--- config.mk ---
export PLATFORM = sky130hd
export DESIGN_NAME = prime_divisor_subset_check
export DESIGN_NICKNAME = d
export VERILOG_FILES = /design/src/pdsc_pkg.sv /design/src/prime_divisor_subset_check.sv /design/src/pdsc_div.sv /design/src/pdsc_datapath.sv /design/src/pdsc_ctrl.sv
export SDC_FILE = /design/constraint.sdc
export NUM_CORES = 1
export LEC_CHECK = 0
export ABC_AREA = 1
export BUFFER_PORTS_ARGS = -buffer_cell sky130_fd_sc_hd__buf_2
export CORE_AREA = 5 5 276 278
export CTS_CLUSTER_SIZE = 24
export DETAILED_ROUTE_END_ITERATION = 8
export DIE_AREA = 0 0 281 283
export HOLD_SLACK_MARGIN = 0.1
export PLACE_DENSITY_LB_ADDON = 0.15
export REMOVE_ABC_BUFFERS = 1
export SLEW_MARGIN = 20
export SYNTH_ARGS = -nofsm -noshare
export SYNTH_HDL_FRONTEND = slang
export SYNTH_HIERARCHICAL = 1
export SYNTH_SLANG_ARGS = --single-unit
--- constraint.sdc ---
create_clock -name i_clk -period 7.9 [get_ports i_clk]
set_input_delay 0.79 -clock i_clk [delete_from_list [all_inputs] [get_ports i_clk]]
set_output_delay 0.79 -clock i_clk [all_outputs]
set_load 0.02 [all_outputs]
--- src/pdsc_pkg.sv ---
// Package for the prime divisor subset check block.
// Holds the controller state type, the controller/datapath command and status structs and the default width.
`default_nettype none
package pdsc_pkg;
    localparam int unsigned VALUE_WIDTH_DEF = 63;

    typedef enum logic [2:0] {
        S_IDLE,
        S_CHECK,
        S_GCD_START,
        S_GCD_WAIT,
        S_QUO_START,
        S_QUO_WAIT,
        S_DONE
    } t_state;

    // Commands from controller to datapath
    typedef struct packed {
        logic load;       // capture input operands
        logic gcd_init;   // x <= a, y <= b
        logic gcd_div;    // start remainder x % y
        logic gcd_step;   // x <= y, y <= remainder
        logic quo_div;    // start quotient b / x
        logic quo_step;   // a <= g, b <= quotient
        logic set_result; // latch answer
    } t_cmd;

    // Status from datapath to controller
    typedef struct packed {
        logic b_zero;
        logic a_zero;
        logic y_zero;
        logic g_one;
        logic div_busy;
    } t_stat;
endpackage
`default_nettype wire

--- src/prime_divisor_subset_check.sv ---
// Latency: data dependent. Each remainder or quotient step runs on the shared
// bit-serial divider (start, busy phase, update), and each outer pass reloads the
// gcd operands in S_CHECK.
// Throughput: one item at a time; next item accepted once the result is taken.
// Reset: synchronous active-low i_rst_n clears controller, divider and result state.
// Top level: joins pdsc_ctrl and pdsc_datapath; depends on pdsc_pkg.
`default_nettype none
module prime_divisor_subset_check
    import pdsc_pkg::*;
#(
    parameter int unsigned VALUE_WIDTH = VALUE_WIDTH_DEF
) (
    input  wire logic                   i_clk,
    input  wire logic                   i_rst_n,
    input  wire logic                   s_axis_tvalid,
    output logic                        s_axis_tready,
    // tdata: base_value [W-1:0], test_value [2W-1:W], zero fill
    input  wire logic [((2*VALUE_WIDTH+7)/8)*8-1:0] s_axis_tdata,
    output logic                        m_axis_tvalid,
    input  wire logic                   m_axis_tready,
    // tdata: all_primes_divide [0], zero fill
    output logic [7:0]                  m_axis_tdata
);
    t_cmd  w_cmd;
    t_stat w_stat;
    logic  w_res;

    pdsc_ctrl u_ctrl (
        .i_clk       (i_clk),
        .i_rst_n     (i_rst_n),
        .i_in_valid  (s_axis_tvalid),
        .o_in_ready  (s_axis_tready),
        .o_out_valid (m_axis_tvalid),
        .i_out_ready (m_axis_tready),
        .i_stat      (w_stat),
        .o_cmd       (w_cmd)
    );

    pdsc_datapath #(.W(VALUE_WIDTH)) u_dp (
        .i_clk        (i_clk),
        .i_rst_n      (i_rst_n),
        .i_cmd        (w_cmd),
        .i_base_value (s_axis_tdata[VALUE_WIDTH-1:0]),
        .i_test_value (s_axis_tdata[2*VALUE_WIDTH-1:VALUE_WIDTH]),
        .o_stat       (w_stat),
        .o_result     (w_res)
    );

    assign m_axis_tdata = {7'b0, w_res};
endmodule
`default_nettype wire

--- src/pdsc_div.sv ---
// Radix-2 restoring divider, one quotient bit per cycle.
// Uses pdsc_pkg only for conventions; standalone arithmetic unit.
`default_nettype none
module pdsc_div
    import pdsc_pkg::*;
#(
    parameter int unsigned W = VALUE_WIDTH_DEF
) (
    input  wire logic         i_clk,
    input  wire logic         i_rst_n,
    input  wire logic         i_start,
    input  wire logic [W-1:0] i_dividend,
    input  wire logic [W-1:0] i_divisor,
    output logic              o_busy,
    output logic [W-1:0]      o_quotient,
    output logic [W-1:0]      o_remainder
);
    localparam int unsigned CW = $clog2(W + 1);

    logic [CW-1:0] r_cnt, n_cnt;
    logic          r_busy, n_busy;
    logic [W-1:0]  r_q, n_q;
    logic [W:0]    r_rem, n_rem;
    logic [W-1:0]  r_d, n_d;
    logic [W:0]    w_shift;
    logic [W:0]    w_diff;

    // Shift in next dividend bit and trial subtract
    assign w_shift = {r_rem[W-1:0], r_q[W-1]};
    assign w_diff  = w_shift - {1'b0, r_d};

    always_comb begin
        n_cnt  = r_cnt;
        n_busy = r_busy;
        n_q    = r_q;
        n_rem  = r_rem;
        n_d    = r_d;
        if (i_start) begin
            n_cnt  = CW'(W);
            n_busy = 1'b1;
            n_q    = i_dividend;
            n_rem  = '0;
            n_d    = i_divisor;
        end else if (r_busy) begin
            if (w_diff[W]) begin
                n_rem = w_shift;
                n_q   = {r_q[W-2:0], 1'b0};
            end else begin
                n_rem = w_diff;
                n_q   = {r_q[W-2:0], 1'b1};
            end
            n_cnt = r_cnt - 1'b1;
            if (r_cnt == CW'(1)) begin
                n_busy = 1'b0;
            end
        end
    end

    always_ff @(posedge i_clk) begin
        if (!i_rst_n) begin
            r_busy <= 1'b0;
            r_cnt  <= '0;
        end else begin
            r_busy <= n_busy;
            r_cnt  <= n_cnt;
        end
        r_q   <= n_q;
        r_rem <= n_rem;
        r_d   <= n_d;
    end

    assign o_busy      = r_busy;
    assign o_quotient  = r_q;
    assign o_remainder = r_rem[W-1:0];

`ifndef SYNTH
    a_cnt_busy: assert property (@(posedge i_clk) disable iff (!i_rst_n)
        r_busy |-> (r_cnt != '0)) else $error("busy with zero count");
    a_start_busy: assert property (@(posedge i_clk) disable iff (!i_rst_n)
        i_start |=> o_busy) else $error("divider not busy after start");
    a_done: assert property (@(posedge i_clk) disable iff (!i_rst_n)
        (r_busy && r_cnt == CW'(1) && !i_start) |=> !o_busy)
        else $error("divider overran");
`endif
endmodule
`default_nettype wire

--- src/pdsc_datapath.sv ---
// Datapath: operand registers, gcd registers and the shared divider.
// Depends on pdsc_pkg (t_cmd, t_stat) and pdsc_div.
`default_nettype none
module pdsc_datapath
    import pdsc_pkg::*;
#(
    parameter int unsigned W = VALUE_WIDTH_DEF
) (
    input  wire logic         i_clk,
    input  wire logic         i_rst_n,
    input  wire t_cmd         i_cmd,
    input  wire logic [W-1:0] i_base_value,
    input  wire logic [W-1:0] i_test_value,
    output t_stat             o_stat,
    output logic              o_result
);
    logic [W-1:0] r_a, r_b, r_x, r_y;
    logic         r_res;
    logic         w_start;
    logic [W-1:0] w_dividend, w_divisor, w_quo, w_rem;
    logic         w_busy;

    // Share one divider between remainder and quotient steps
    assign w_start    = i_cmd.gcd_div | i_cmd.quo_div;
    assign w_dividend = i_cmd.quo_div ? r_b : r_x;
    assign w_divisor  = i_cmd.quo_div ? r_x : r_y;

    pdsc_div #(.W(W)) u_div (
        .i_clk       (i_clk),
        .i_rst_n     (i_rst_n),
        .i_start     (w_start),
        .i_dividend  (w_dividend),
        .i_divisor   (w_divisor),
        .o_busy      (w_busy),
        .o_quotient  (w_quo),
        .o_remainder (w_rem)
    );

    // Update operand and gcd registers on command
    always_ff @(posedge i_clk) begin
        if (i_cmd.load) begin
            r_a <= i_base_value;
            r_b <= i_test_value;
        end else if (i_cmd.quo_step) begin
            r_a <= r_x;
            r_b <= w_quo;
        end
        if (i_cmd.gcd_init) begin
            r_x <= r_a;
            r_y <= r_b;
        end else if (i_cmd.gcd_step) begin
            r_x <= r_y;
            r_y <= w_rem;
        end
    end

    // Latch the answer
    always_ff @(posedge i_clk) begin
        if (!i_rst_n) begin
            r_res <= 1'b0;
        end else if (i_cmd.set_result) begin
            r_res <= (r_b == '0) ? (r_a == '0) : (r_b == W'(1));
        end
    end

    assign o_stat.b_zero   = (r_b == '0);
    assign o_stat.a_zero   = (r_a == '0);
    assign o_stat.y_zero   = (r_y == '0);
    assign o_stat.g_one    = (r_x == W'(1));
    assign o_stat.div_busy = w_busy;
    assign o_result        = r_res;
endmodule
`default_nettype wire

--- src/pdsc_ctrl.sv ---
// Controller FSM sequencing gcd and quotient steps and the stream handshake.
// Depends on pdsc_pkg (t_state, t_cmd, t_stat).
`default_nettype none
module pdsc_ctrl
    import pdsc_pkg::*;
(
    input  wire logic i_clk,
    input  wire logic i_rst_n,
    input  wire logic i_in_valid,
    output logic      o_in_ready,
    output logic      o_out_valid,
    input  wire logic i_out_ready,
    input  wire t_stat i_stat,
    output t_cmd      o_cmd
);
    t_state r_state, n_state;
    logic   r_out_valid, n_out_valid;
    logic   w_accept;

    // Accept one item at a time; output register may still hold the last result
    assign o_in_ready = (r_state == S_IDLE) && (!r_out_valid || i_out_ready);
    assign w_accept   = i_in_valid && o_in_ready;

    // Next state
    always_comb begin
        n_state = r_state;
        unique case (r_state)
            S_IDLE:      if (w_accept) n_state = S_CHECK;
            S_CHECK:     n_state = i_stat.b_zero ? S_DONE : S_GCD_START;
            S_GCD_START: n_state = i_stat.y_zero ? S_QUO_START : S_GCD_WAIT;
            S_GCD_WAIT: begin
                if (!i_stat.div_busy) n_state = S_GCD_START;
            end
            S_QUO_START: n_state = i_stat.g_one ? S_DONE : S_QUO_WAIT;
            // next gcd starts from (g, b/g), reloaded in S_CHECK
            S_QUO_WAIT: begin
                if (!i_stat.div_busy) n_state = S_CHECK;
            end
            S_DONE:      n_state = S_IDLE;
            default:     n_state = S_IDLE;
        endcase
    end

    // Outputs
    always_comb begin
        o_cmd       = '0;
        n_out_valid = r_out_valid && !i_out_ready;
        unique case (r_state)
            S_IDLE:      o_cmd.load = w_accept;
            S_CHECK:     o_cmd.gcd_init = 1'b1;
            S_GCD_START: begin
                if (!i_stat.y_zero) o_cmd.gcd_div = 1'b1;
            end
            S_GCD_WAIT:  o_cmd.gcd_step = !i_stat.div_busy;
            S_QUO_START: begin
                if (!i_stat.g_one) o_cmd.quo_div = 1'b1;
            end
            S_QUO_WAIT:  o_cmd.quo_step = !i_stat.div_busy;
            S_DONE: begin
                o_cmd.set_result = 1'b1;
                n_out_valid      = 1'b1;
            end
            default: ;
        endcase
    end

    always_ff @(posedge i_clk) begin
        if (!i_rst_n) begin
            r_state     <= S_IDLE;
            r_out_valid <= 1'b0;
        end else begin
            r_state     <= n_state;
            r_out_valid <= n_out_valid;
        end
    end

    assign o_out_valid = r_out_valid;

`ifndef SYNTH
    a_one_busy: assert property (@(posedge i_clk) disable iff (!i_rst_n)
        $onehot0({o_cmd.gcd_div, o_cmd.quo_div})) else $error("two divider starts");
    a_idle_ready: assert property (@(posedge i_clk) disable iff (!i_rst_n)
        (r_state != S_IDLE) |-> !o_in_ready) else $error("ready while working");
    a_done_valid: assert property (@(posedge i_clk) disable iff (!i_rst_n)
        (r_state == S_DONE) |=> o_out_valid) else $error("result not presented");
`endif
endmodule
`default_nettype wire
== Word level (Yosys, flattened, before mapping) ==
Index checks and enable logic that the tools add are counted.
Operators by class
  add/subtract/negate cells: 2
  eq/ne operators: 12
  muxes and demuxes: 37
  bitwise gates (word level): 1
  reductions and logical operators: 15
Operators by type and width (count)
  63-bit 2-to-1 mux: 13
  63-bit logical NOT: 3
  63-bit by 1-bit == test with 1-bit output (second input constant): 2
  64-bit by 63-bit subtractor with 64-bit output: 1
  3-bit one-hot mux with 6 select lines: 1
  1-bit 2-to-1 mux: 15
  3-bit 2-to-1 mux: 5
  6-bit 2-to-1 mux: 2
  3-bit == test (second input constant): 3
  3-bit by 2-bit == test with 1-bit output (second input constant): 2
  6-bit by 1-bit == test with 1-bit output (second input constant): 1
  2-bit nonzero test: 3
  6-bit by 1-bit subtractor with 6-bit output (second input constant): 1
  2-bit != test (second input constant): 2
  3-bit by 1-bit == test with 1-bit output (second input constant): 1
  1-bit logical AND: 3
  1-bit logical NOT: 3
  3-bit logical NOT: 1
  3-bit AND reduction: 1
  2-bit 2-to-1 mux: 1
  2-bit by 1-bit != test with 1-bit output (second input constant): 1
  1-bit logical OR: 1
  1-bit bitwise OR: 1
Word-level totals
  bits in registers: 453
  output and inout port bits: 10
  logic and storage cells: 79

== Depth between registers and ports, before layout ==
Gate-level depths: netlist of run 1.
  depth after elaboration: 6
  gate-level depth with buffers: 21
  depth with buffers taken out: 19

== By module ==
The synthesis of run 1 kept the hierarchy.
Modules (own cells, without submodules)
  pdsc_div: instances 1, cells each 2253, area each 14317.5 um^2, sequential area each 5185.0 um^2
  pdsc_datapath: instances 1, cells each 1539, area each 12961.2 um^2, sequential area each 7587.3 um^2
  pdsc_ctrl: instances 1, cells each 54, area each 311.5 um^2, sequential area each 80.1 um^2
  prime_divisor_subset_check: instances 1, cells each 9, area each 63.8 um^2, sequential area each 0.0 um^2

== Worst setup path after synthesis of run 1 ==
Ideal clock, no wire load.
  path kind: register -> register
  start: register u_dp.r_x[0]
  end: register u_dp.u_div.r_q[0], in the netlist u_dp/u_div/o_quotient[0] (enable)
  arrival: 4.760 ns
  data required time: 7.483 ns
  slack: 2.723 ns
  stages on the path, launching flop included: 19
  buffers on the path: 6
  period minus slack after synthesis: 5.177 ns
  cell sequence: edfxtp_1 > inv_1 > nor3_1 > nand4_1 > nor3_1 > nand2_1 > nor2_1 > inv_1 > nand3_1 > inv_1 > buf_4 > buf_4 > buf_6 > or2_1 > clkbuf_1 > nor2_1 > clkbuf_1 > clkbuf_1 > inv_1
RTL lines
  from (decl): line pdsc_datapath.sv:17  | logic [W-1:0] r_a, r_b, r_x, r_y;
  from (signal assigned): line pdsc_datapath.sv:49  | r_x <= r_a;
  from (signal assigned): line pdsc_datapath.sv:52  | r_x <= r_y;
  to (signal assigned): line pdsc_div.sv:67  | r_q <= n_q;
  to (decl): line pdsc_div.sv:22  | logic [W-1:0] r_q, n_q;

==> results of run 1 <==
[state kept, by name, indices dropped and copies added, names as in the netlist]
register	count
u_dp/r_a	63
u_dp/r_b	63
u_dp/u_div/o_quotient	63
u_dp/u_div/r_cnt	6
u_dp/u_div/o_busy	1
u_dp/u_div/r_rem	63
u_ctrl/o_out_valid	1
u_ctrl/r_state	3
u_dp/o_result	1
u_dp/u_div/r_d	63
u_dp/r_y	63
u_dp/r_x	63
[stage by stage]
step | utilization | total power (W) | instance area (µm²)
2_1_floorplan | - | 0.004129 | 26930
3_3_place_gp | 0.3936 | 0.004483 | 29000
3_5_place_dp | 0.3936 | 0.004497 | 29000
4_1_cts | 0.4170 | 0.007000 | 30730
5_1_grt | 0.4170 | 0.007283 | 30730
6_report | 0.4170 | 0.006912 | 30730
[where the power goes]
part | total [W] | internal (W) | switching, W
Sequential | 0.00326 | 0.00307 | 0.000187
Clock | 0.00248 | 0.00147 | 0.00101
Combinational | 0.00117 | 0.000324 | 0.000848
[final cells by class]
class | count | area [µm²]
sequential | 453 | 12850
inverter | 649 | 2445
timing repair buffer | 152 | 823.3
tap | 969 | 1212
clock buffer | 61 | 1376
fill | 7784 | 42960
clock inverter | 35 | 349.1
antenna | 1 | 2.502
multi-input combinational | 2625 | 11670
[worst reg2reg max path, cell delays in order, from the launching register on]
cell	delay (ns)
edfxtp_1	0.41
nor4_1	0.60
nand2_1	0.10
nor3_1	0.65
nand2_1	0.33
nor2_1	0.17
inv_1	0.08
nand3_1	0.17
inv_6	0.21
or2_4	0.46
nor2_4	0.81
buf_4	0.54
nand2_1	0.10
o21ai_0	0.14
[worst min-delay path by stage]
stage | to | slack [ns] | cells after the start
3_5_place_dp | u_dp/u_div/r_rem[34] | 0.48 | 2
3_3_place_gp | u_dp/u_div/r_rem[13] | 0.48 | 2
6_report | u_dp/r_b[18] | 0.46 | 3
5_1_grt | u_dp/r_b[17] | 0.44 | 3
4_1_cts | u_dp/r_b[17] | 0.42 | 3
2_1_floorplan | u_dp/u_div/r_rem[54] | 0.46 | 2
[metal layers]
metal,vias up,track usage
li1,12068,-
met1,10472,0.2881
met2,421,0.3172
met3,99,0.02536
met4,2,0.04884
met5,-,0
[layout by cell type (no fill, tap or decap), drive strengths merged, types with 16 or more instances in the layout]
cell / n
nand2: 1765
inv: 649
edfxtp: 378
o21ai: 269
nor2: 213
buf: 152
nand3: 136
dfxtp: 75
ha: 65
clkbuf: 61
a21oi: 47
nand4: 33
xnor2: 24
clkinv: 24
nor3: 20
nor4: 16
==> implementation parameters, run 1 <==
Parameter                              Value

Run status
  Result of the run    completed

Route
  Top metal layer carrying routed signals    met5
  Total met3 wirelength after detailed routing    about 3200 µm
  DRC errors left    0
  Via count normalized by instance count    roughly 4.7
  Wire length per cell    roughly 16 µm
  Detailed Routing Iterations Pass 1    7
  Violation count after the first detailed-routing iteration    1724
  Antenna Violating Nets Remaining    0
  DR WL met2    about 37000 µm
  Met1 Routed Length    between 30000 and 40000 µm
  Aggregate routed wire length    roughly 81000 µm
  Via count    ~23k

Timing
  Setup skew after layout    around 0.019 ns
  Transition time at the pin with the least slew margin    between 1 and 1.5 ns
  Final worst hold slack    roughly 0.46 ns
  Maximum frequency from static timing analysis    ~210 MHz
  Part of the cycle the worst path needs    0.6127
  Smallest setup slack after layout    3.060 ns
  Max-Slew Margin vs Limit    0.08022
  Max-slew violation count    0
  Setup-violating endpoint count in the final report    0
  Period minus WS final    ~4.8 ns
  Setup TNS    0 ns
  Count of final hold-check violations    0
  Unrepaired setup endpoints after global routing    no

Worst setup path
  Worst Setup Start Kind    flip-flop
  Critical Path End    u_dp/u_div/r_rem[57]
  Path length in cells of the critical path    13
  Family of cells with the greatest summed delay on the critical path    simple AND/OR/NAND/NOR gates
  Library cell appearing most often on the critical path    nand2_1
  Nature of the critical path endpoint    flip-flop
  Source of the critical timing path    u_dp/r_x[49]
  Buffer and inverter count on the worst path    3
  Required time worst endpoint    about 8.4 ns
  Critical register-to-register path endpoint    u_dp/u_div/r_rem[57]
  Launch point of the worst reg-to-reg path    u_dp/r_x[49]
  Cell at the slowest stage of the critical path    nor2_4
  Setup Crit Path Kind    reg2reg
  Worst path max stage delay    ~0.8 ns
  Biggest fanout along the worst timing path    79
  Arrival @ worst endpoint    approximately 5.4 ns
  Worst reg-to-reg setup slack    between 3 and 4 ns
  Worst-case reg-to-reg path depth    13
  Crit path cell chain    nor4_1 > nand2_1 > nor3_1 > nand2_1 > nor2_1 > inv_1 > nand3_1 > inv_6 > or2_4 > nor2_4 > buf_4 > nand2_1 > o21ai_0

Min path
  Worst hold path class    in2reg
  Launch point of the worst hold path    s_axis_tdata[81]

Cells and area
  Layout net count    slightly above 4k
  Post-route insts no fill    around 4.9k
  Area added between synthesis and finish    11.15%
  Fraction of layout instances using a drive strength above 1    0.08176

Global routing
  Largest net degree at the start of global routing    approximately 190
  Congestion Overflow GR    0
  GR Util All Layers    0.1987
  Global-route wire length before repair    126000 µm
  Antenna violations before repair    5
  Number of global-route vias before repair    between 20k and 25k

Power and ir drop
  Highest ir drop seen on vdd    0.0001705 V
  Power density of the placed cells    224.9 nW/µm²
  Leakage component of the power    14.83 nW

CTS
  H-tree depth    2
  CTS root buf    clkbuf_16
  Total of hold buffers inserted after clock tree synthesis    0
  CTS tree    yes
  Clk sinks    between 400 and 500
  Insertion delay to the later sink of the worst-skew pair    0.60 ns
  Number of resized instances in the post-cts repair step    0
  CTS clock-pin slew for the worst setup and hold paths    0.06 ns
  Number of clock buffers inserted by TritonCTS    52
  Post-CTS setup buffer count    0
  Maximum clock path buffer count    3

Placed design
  Number of buffers inserted by port buffering    132
  Setup slack after placement    between 2 and 3 ns
  Dpl hpwl    a little under 60000 µm
  RePlAce Congestion    roughly 0.94
  Placed Cells    between 4k and 5k

Floorplanning
  Overall die height    about 280 µm
  Top Ports    about 140
  Die Area    slightly below 80000 µm²
  Initial Utilization    0.3752
  Core area    about 74000 µm²
  DIE WIDTH    ~280 µm
  Number of rows created at floorplan    100

Job
  Number of violations of the max-capacitance limit    0

Synth
  Post-synthesis instance area    between 20000 and 30000 µm²
  Yosys synthesis warning count    6
  Cells after synthesis    3854
  Synthesized area per cell    between 7 and 8 µm²
(Power assumes the default switching activity.)
==> inputs of run 2 (changes only) <==
==> constraint.sdc (replaced) <==
create_clock -name i_clk -period 4.5 [get_ports i_clk]
set_input_delay 0.45 -clock i_clk [delete_from_list [all_inputs] [get_ports i_clk]]
set_output_delay 0.45 -clock i_clk [all_outputs]
set_load 0.02 [all_outputs]
==> run 2 against run 1 <==
Sequential power grew 76%. Clock skew increased by 0.0061 ns. Global-route usage hardly changed. Cell area increased by 1.5%. Worst setup slack lost 2.2 ns. Die area unchanged. Core utilization rose by 0.64 points. Clock power grew 64%. Critical path depth up 1. Total power rose by 73%. Combinational power grew 83%.
==> implementation parameters, run 2 (synthesis results as in run 1) <==
Parameter                              Value

Timing
  Part of the cycle the worst path needs    0.7980 (+0.1853)
  Count of final hold-check violations    0 (unchanged)
  Setup skew after layout    0.02475 ns (+0.006128 ns)
  Unrepaired setup endpoints after global routing    no
  Max-slew violation count    0 (unchanged)
  Smallest setup slack after layout    0.9090 ns (-2.151 ns)
  Transition time at the pin with the least slew margin    0.8480 ns (-0.5190 ns)
  Final worst hold slack    0.1341 ns (-0.3258 ns)
  Setup-violating endpoint count in the final report    0 (unchanged)
  Period minus WS final    3.591 ns (-1.249 ns)
  Maximum frequency from static timing analysis    278.5 MHz (+35%)
  Max-Slew Margin vs Limit    0.4346 (+0.3544)

CTS
  CTS tree    yes
  H-tree depth    2 (unchanged)
  CTS root buf    clkbuf_16
  Insertion delay to the later sink of the worst-skew pair    0.60 ns (about the same)
  Number of clock buffers inserted by TritonCTS    52 (unchanged)
  Post-CTS setup buffer count    0 (unchanged)
  Number of resized instances in the post-cts repair step    0 (unchanged)
  Clk sinks    453 (unchanged)
  Maximum clock path buffer count    3 (unchanged)
  CTS clock-pin slew for the worst setup and hold paths    0.07 ns (about the same)

Worst setup path
  Nature of the critical path endpoint    flip-flop
  Worst Setup Start Kind    flip-flop
  Crit path cell chain    nor4_1 > nand2_1 > nor3_1 > buf_4 > nand2_1 > nor2_1 > inv_1 > nand3_1 > inv_6 > or2_4 > nor2_4 > buf_12 > nand3_1 > nand2_1
  Worst path max stage delay    0.58 ns (-0.22 ns)
  Setup Crit Path Kind    reg2reg
  Arrival @ worst endpoint    4.14 ns (-1.21 ns)
  Worst-case reg-to-reg path depth    14 (+1)
  Library cell appearing most often on the critical path    nand2_1
  Buffer and inverter count on the worst path    4 (+1)
  Family of cells with the greatest summed delay on the critical path    simple AND/OR/NAND/NOR gates
  Path length in cells of the critical path    14 (+1)
  Cell at the slowest stage of the critical path    nor4_1
  Required time worst endpoint    5.05 ns (-3.36 ns)
  Biggest fanout along the worst timing path    27 (-66%)

Route
  Violation count after the first detailed-routing iteration    1613 (-6.4%)
  DRC errors left    0 (unchanged)
  Detailed Routing Iterations Pass 1    5 (-2)
  Via count    23.33k (+1.2%)
  Via count normalized by instance count    4.673 (+0.21%)
  Aggregate routed wire length    80780 µm (+0.30%)
  Wire length per cell    16.18 µm (-0.66%)
  Antenna Violating Nets Remaining    0 (unchanged)

Floorplanning
  Die Area    79520 µm² (unchanged)
  Number of rows created at floorplan    100 (unchanged)
  Top Ports    142 (unchanged)
  DIE WIDTH    281 µm (unchanged)
  Initial Utilization    0.3752 (unchanged)
  Overall die height    283 µm (unchanged)
  Core area    73700 µm² (unchanged)

Cells and area
  Layout net count    4177 (+1.1%)
  Area added between synthesis and finish    12.86%
  Cell area after layout    31200 µm² (+1.5%)
  Most common cell after layout, fill and taps aside    nand2_1
  Fraction of layout instances using a drive strength above 1    0.08327 (+0.001510)
  Post-route insts no fill    4993 (+0.97%)
  Commonest cells after routing, fill and taps aside    1715 x nand2_1, 635 x inv_1, 378 x edfxtp_1

Run status
  Result of the run    completed

Global routing
  Number of global-route vias before repair    22.35k (+1.6%)
  Global-route wire length before repair    126100 µm (about the same)
  Antenna violations before repair    3 (-2)
  Congestion Overflow GR    0 (unchanged)
  GR Util All Layers    0.1990 (+0.0003584)
  Largest net degree at the start of global routing    188 (-1.6%)

Power and ir drop
  Total power    0.01193 W (+73%)
  Fraction of power consumed by sequential logic    0.480 (+0.008)
  Switching power total    0.003560 W (+74%)
  Proportion of power drawn by the clock network    0.340 (-0.019)
  Internal power    0.008365 W (+72%)
  Highest ir drop seen on vdd    0.0002467 V (+45%)
  Power density of the placed cells    382.2 nW/µm² (+70%)
  Leakage component of the power    15.04 nW (+1.4%)
  Combinational group share of total power    0.179 (+0.009)
  Fraction of power spent switching nets    0.2985 (+0.002508)

Placed design
  Setup slack after placement    0.8569 ns (-2.121 ns)
  Placed Cells    4861 (+0.27%)
  Placed cell area    29250 µm² (+0.85%)
  Dpl hpwl    60230 µm (+1.1%)
  RePlAce Congestion    0.9678 (+2.7%)
  Number of buffers inserted by port buffering    132 (unchanged)

Min path
  Worst hold stages    3 (unchanged)
  Worst hold path class    in2reg

Job
  Number of violations of the max-capacitance limit    0 (unchanged)
run 2: area by class of cell:
cell class,instances,area (µm²)
Clock buffer,77,1486
Tap cell,969,1212
Antenna cell,1,2.502
Inverter,649,2445
Multi-Input combinational cell,2625,11670
Clock inverter,21,133.9
Fill cell,7783,42490
Timing Repair Buffer,198,1401
Sequential cell,453,12850
run 2: timing repair:
action / in CTS / in global routing
setup endpoints to repair: 0 / 0
endpoints found under the hold margin: 33 / 0
hold buffers: 33 / 0
run 2: layer usage:
layer	track usage	vias to the layer above	share of wire
met3	0.02248	117	0.040
met4	0.06219	0	0.032
li1	-	12159	-
met2	0.3179	422	0.45
met5	0	-	0
met1	0.2848	10636	0.48
run 2: worst reg2reg max path, delay by kind of cell, from the launching register on:
| kind | cells | cell delay [ns] |
|---|---|---|
| buffers and inverters | 4 | 0.61 |
| AND/OR/NAND/NOR | 10 | 2.51 |
| flip-flops | 1 | 0.42 |
run 2: metrics by stage:
step	setup TNS [ns]	util
after detailed placement	0	0.3969
final	0	0.4234
after global routing	0	0.4234
after floorplan	-4970.83	-
after global placement	0	0.3969
after CTS	0	0.4234
run 2: final timing paths:
check | startpoint | endpoint | slack (ns)
max | u_dp/r_x[53] | u_dp/u_div/r_rem[51] | 0.91
min | s_axis_tdata[122] | u_dp/r_b[59] | 0.13
max reg2reg | u_dp/r_x[53] | u_dp/u_div/r_rem[51] | 0.91
min reg2reg | u_dp/u_div/r_rem[52] | u_dp/u_div/r_rem[52] | 0.49
run 2: power by group through the flow:
| stage | registers [W] | clock network (W) | logic, W |
|---|---|---|---|
| CTS | 0.00573 | 0.00419 | 0.00217 |
| detailed placement | 0.00581 | 0 | 0.00215 |
| global placement | 0.00581 | 0 | 0.00212 |
| floorplan | 0.00572 | 0 | 0.00153 |
| global route | 0.00579 | 0.00435 | 0.00245 |
| finish | 0.00573 | 0.00406 | 0.00214 |
